### src/design/twpc_pkg.sv
// Shared types and constants of the time window peak counter.
// No dependencies; imported by the controller, datapath and top level.
package twpc_pkg;

	localparam int unsigned TIME_W  = 32;
	localparam int unsigned COUNT_W = 11;
	localparam logic [TIME_W-1:0] WINDOW_LENGTH_RESET = 32'd60;

	typedef enum logic [1:0] {
		S_IDLE,
		S_CMP,
		S_FETCH,
		S_DRAIN
	} state_t;

	typedef struct packed {
		logic cfg_wr;
		logic load;
		logic pop;
		logic push;
		logic emit;
	} cmd_t;

	typedef struct packed {
		logic pop_ok;
		logic occ_zero;
		logic last;
	} sts_t;

endpackage

### src/design/twpc_ctrl.sv
// Sequencer of the time window peak counter: handshakes and datapath commands.
// Depends on twpc_pkg.
module twpc_ctrl (
	input  logic           clk,
	input  logic           arst_n,
	input  logic           in_valid,
	output logic           in_stall,
	input  logic           cfg_valid,
	output logic           cfg_ready,
	output logic           out_valid,
	input  logic           out_stall,
	input  twpc_pkg::sts_t sts,
	output twpc_pkg::cmd_t cmd
);
	import twpc_pkg::*;

	state_t state_q;
	state_t state_nxt;
	logic   out_valid_q;

	always_ff @(posedge clk or negedge arst_n) begin
		if (!arst_n) begin
			state_q     <= S_IDLE;
			out_valid_q <= 1'b0;
		end else begin
			state_q <= state_nxt;
			if (cmd.emit) begin
				out_valid_q <= 1'b1;
			end else if (!out_stall) begin
				out_valid_q <= 1'b0;
			end
		end
	end

	always_comb begin
		state_nxt = state_q;
		cmd       = '0;
		in_stall  = 1'b1;
		cfg_ready = 1'b0;
		unique case (state_q)
			S_IDLE: begin
				in_stall   = 1'b0;
				cfg_ready  = 1'b1;
				cmd.cfg_wr = cfg_valid;
				if (in_valid) begin
					cmd.load  = 1'b1;
					state_nxt = S_CMP;
				end
			end
			S_CMP: begin
				if (sts.pop_ok) begin
					cmd.pop = 1'b1;
				end else begin
					cmd.push  = 1'b1;
					state_nxt = sts.last ? S_FETCH : S_IDLE;
				end
			end
			S_FETCH: begin
				state_nxt = S_DRAIN;
			end
			S_DRAIN: begin
				if (!sts.occ_zero) begin
					cmd.pop = 1'b1;
				end else if (!out_valid_q || !out_stall) begin
					cmd.emit  = 1'b1;
					state_nxt = S_IDLE;
				end
			end
			default: begin
				state_nxt = S_IDLE;
			end
		endcase
	end

	assign out_valid = out_valid_q;

endmodule

### config.mk
export PLATFORM = sky130hd
export DESIGN_NAME = twpc_ctrl
export DESIGN_NICKNAME = d
export VERILOG_FILES = /design/src/design/twpc_pkg.sv /design/src/design/twpc_ctrl.sv
export SDC_FILE = /design/constraint.sdc
export NUM_CORES = 1
export LEC_CHECK = 0
export BUFFER_PORTS_ARGS = -buffer_cell sky130_fd_sc_hd__clkbuf_2
export CAP_MARGIN = 0
export CORE_AREA = 2 2 39 41
export CTS_BUF_LIST = sky130_fd_sc_hd__clkbuf_16
export CTS_CLUSTER_DIAMETER = 30
export DETAILED_ROUTE_END_ITERATION = 6
export DIE_AREA = 0 0 41 43
export GPL_TIMING_DRIVEN = 0
export PLACE_DENSITY = 0.34
export SYNTH_ARGS = -nofsm -noshare
export SYNTH_HDL_FRONTEND = slang
export SYNTH_SLANG_ARGS = --single-unit
### constraint.sdc
create_clock -name clk -period 1.2 [get_ports clk]
set_input_delay 0.06 -clock clk [delete_from_list [all_inputs] [get_ports clk]]
set_output_delay 0.06 -clock clk [all_outputs]
set_load 0.03 [all_outputs]
Word level (Yosys, flattened, before mapping)
Cells that the tools add are included.
{"block": "word_totals", "register_bits": 3, "latch_bits": 0, "mem_bits_rw": 0, "rom_bits": 0, "in_bits": 8, "out_inout_bits": 8, "memories": 0}
{"block": "op_classes", "add_sub_neg": 0, "n_mul": 0, "div": 0, "magnitude_cmp": 0, "eq_ne": 8, "shift": 0, "mux": 20, "bitwise": 0, "n_reduce_logical": 5}
{"operator": "two-way mux 1 bit", "n": 12}
{"operator": "two-way mux 2 bit", "n": 6}
{"operator": "inequality test 2 bit, second input constant", "n": 4}
{"operator": "one-hot mux 2 bit (4 select lines)", "n": 1}
{"operator": "equality test 2 bit, second input constant", "n": 2}
{"operator": "AND reduction 4 bit", "n": 1}
{"operator": "equality test 2 x 1 -> 1 bit, second input constant", "n": 1}
{"operator": "zero test 1 bit", "n": 2}
{"operator": "zero test 2 bit", "n": 1}
{"operator": "inequality test 2 x 1 -> 1 bit, second input constant", "n": 1}
{"operator": "one-hot mux 1 bit (2 select lines)", "n": 1}
{"operator": "logical OR 1 bit", "n": 1}

Longest topological paths before layout
{"block": "depth", "ltp_word": 6, "ltp_mapped": 3, "depth_no_buf": 2}

Worst setup path after synthesis
Ideal clock, no wire load.
{"block": "synth_timing", "path_kind": "register to output", "from": "reg with a tool-made name", "to": "out cmd[3] (netlist name)", "arrival_ps": 1153, "required_time_ps": 1140, "setup_slack_ps": -13, "path_stages_with_launch": 4, "cell_sequence": "dfrtp_1 > buf_6 > nor2_2 > and2_1"}
{"element": "end: declaration", "line": "twpc_ctrl.sv:13", "rtl": "output twpc_pkg::cmd_t cmd"}

==> impl_metrics.py <==
metrics = {
    "status": {
        "outcome": "finished, final reports clean",
    },
    "routing": {
        "dr.pass1.iters": 2,
        "dr_total_vias": 239,
        "drc": 0,
        "dr.first_iter.drc_count": 2,
        "wire_per_inst_um": 9.34,
        "postRouteWirelength_um": 542,
        "antenna_left": 0,
        "vias_per_cell": 4.12,
    },
    "clocking": {
        "clockRootBuffer": "clkbuf_16",
        "clk_pin_slew_ns": 0.03,
        "cts_made_buffers": 3,
        "cts.sinks": 3,
        "clock_latency_ns": 0.22,
        "cts_buffer_depth": 2,
        "cts_tree": "built",
        "htree_levels": 1,
    },
    "floorplan": {
        "core_mm2": 0.00138,
        "core.rowCount": 14,
        "dieArea_mm2": 0.00176,
        "fp.dieH_um": 43,
        "die_w_um": 41,
        "start_util_pct": 14.4,
        "io_pins": 16,
    },
    "sta": {
        "period_share_pct": 99.4,
        "rsz0062_at_grt": "true",
        "maxSlewHeadroom_pct": 85.1,
        "setup_viol": 0,
        "fin_crit_ns": 1.19,
        "hold_violations": 0,
        "timing_worst_slew_pin_value_ns": 0.222,
        "hold_ws_ns": 0.128,
        "tns_ns": 0,
        "max_clock_freq_mhz": 838,
        "fin_skew_ns": 0.00209,
        "finalMaxSlewViolations": 0,
    },
    "power": {
        "switching_power_mw": 0.529,
        "pwr-share-clk_pct": 35.7,
        "power_density_mw_per_mm2": 3200,
        "ir_drop_uv": 1090,
        "leakage_nw": 0.229,
        "internal-power_mw": 0.921,
        "p_seq_share_pct": 14.6,
        "sw_frac_of_total_pct": 36.5,
        "p_comb_share_pct": 49.7,
        "report.power.total_mw": 1.45,
    },
    "setup_path": {
        "critical_path_class": "reg -> out",
        "start_kind": "register",
        "required_ns": 1.14,
        "cp_max_fo": 7,
        "rrSetupSlack_ns": 0.10,
        "crit_arrival_ns": 1.13,
        "crit_path_end_kind": "output pin",
    },
    "layout": {
        "drive_gt1_share_pct": 66.7,
        "finalInstanceArea_um2": 453,
        "num-fill-cells": 149,
        "antennaDiodeCount": 0,
        "final_nets": 51,
        "syn_to_final_growth_pct": 128,
        "instances_no_fill": 58,
    },
    "synth": {
        "synth_area_leaders": "dfrtp_1 38%, a211oi_2 6.3%, and2_1 6.3%",
        "yosysTopAreaCell": "dfrtp_1",
        "synthCells": 20,
        "synth_cell_types": 15,
        "ys_ff_latch": 3,
        "post_synth.cell_area_avg_um2": 9.95,
        "yosysWarnings": 0,
        "syn_nets": 28,
        "ys_seq_area_share_pct": 37.7,
        "synth_top_area_share_pct": 37.7,
        "syn_area_um2": 199,
    },
    "global_route": {
        "grt_pass1_vias": 255,
        "antenna_found_initial": 0,
        "grt_overflow_total": 0,
        "grt_pass1_wl_um": 959,
        "grt_usage_pct": 9.15,
        "grt_max_degree": 8,
    },
    "placement": {
        "dp_hpwl_um": 375,
        "dp.cells": 51,
        "place.gp.congestion": 0.678,
        "io_buffers": 15,
        "dpl_cell_area_um2": 297,
    },
    "hold_path": {
        "hp-class": "in -> reg",
    },
    "run": {
        "drv_cap": 0,
    },
}
[critical path: stages, from the launching register on]
cell     delay (ns)
dfrtp_1        0.37
buf_6          0.14
nor2_4         0.13
and2_4         0.16
buf_8          0.11
[per-layer routing]
layer / wire length, um / global-route usage [%] / up-vias
li1: - / - / 115
met1: 214 / 8.71 / 109
met2: 243 / 11.3 / 15
met3: 84 / 6.81 / 0
met4: 0 / 10.0 / 0
met5: 0 / 0 / -
[kinds of logic (layout without fill, tap and decap cells)]
group           after synthesis  count (layout)  share of synthesized area, %
buf+inv                       2              24                          7.54
flops                         3               3                          37.7
simple gates                 11              11                          36.5
compound gates                4               4                          18.2
[final cells by class]
class                      count  area [um2]  area share (%)
buffer                         1        11.3            2.49
clock buffer                   3        75.1            16.6
clock inverter                 1        3.75           0.829
inverter                       1        3.75           0.829
multi-input combinational     15         125            27.6
sequential                     3        76.3            16.9
tap                           16        20.0            4.42
timing repair buffer          18         138            30.4
[cells in the mapped netlist]
cell / instances
and3_4: 1
dfrtp_1: 3
o211a_1: 1
a21oi_1: 1
a211oi_2: 1
nor3_1: 1
nand2_1: 3
nor2_2: 1
inv_1: 1
nor3b_2: 1
and3b_1: 1
nand3_1: 1
a2bb2oi_1: 1
and2_1: 2
buf_6: 1
[timing repair]
action	CTS	global route
buffers inserted	2	0
hold buffers	1	0
endpoints found under the setup margin	4	5
pin swaps	1	2
gates resized for setup	10	10
hold endpoints to repair	3	0
[metrics by stage]
stage / utilization [%] / setup WS [ns]
floorplan: - / 0.0128
global placement: 21.4 / 0.186
detailed placement: 21.4 / 0.162
CTS: 31.9 / -0.00448
global route: 32.7 / -0.0482
finish: 32.7 / 0.00725
[power by group through the flow]
stage / logic, mW / registers, mW / clock network (mW)
after floorplan: 0.400 / 0.221 / 0
after global placement: 0.564 / 0.201 / 0
after detailed placement: 0.560 / 0.201 / 0
after CTS: 0.679 / 0.211 / 0.533
after global routing: 0.769 / 0.220 / 0.549
final: 0.721 / 0.211 / 0.518
[placed cells by master, fill, tap and decap left out]
cell and count:
nand2_1 3, nor3_1 1, buf_4 3, dfrtp_1 2, a211oi_2 1, nor2_4 1
nand3_1 1, dfrtp_2 1, nor3b_4 1, and3b_1 1, dlygate4sd3_1 1, clkbuf_8 1
inv_1 2, buf_8 2, buf_6 2, o211a_1 1, and2_4 2, a21oi_1 1
and3_4 1, clkbuf_16 3, buf_2 1, clkbuf_2 9, a2bb2oi_1 1
[final timing paths]
check,endpoint,depth (start not counted),startpoint
worst max-delay path,cmd[3],4,register
worst min-delay path,out_valid$_DFFE_PN0P_,3,sts[1]
worst max register to register,state_q[0]$_DFFE_PN0P_,4,register
worst min register to register,out_valid$_DFFE_PN0P_,2,out_valid$_DFFE_PN0P_
max in group asynchronous,state_q[0]$_DFFE_PN0P_,2,arst_n
min in group asynchronous,out_valid$_DFFE_PN0P_,2,arst_n
Power figures use the tool's default switching activity.
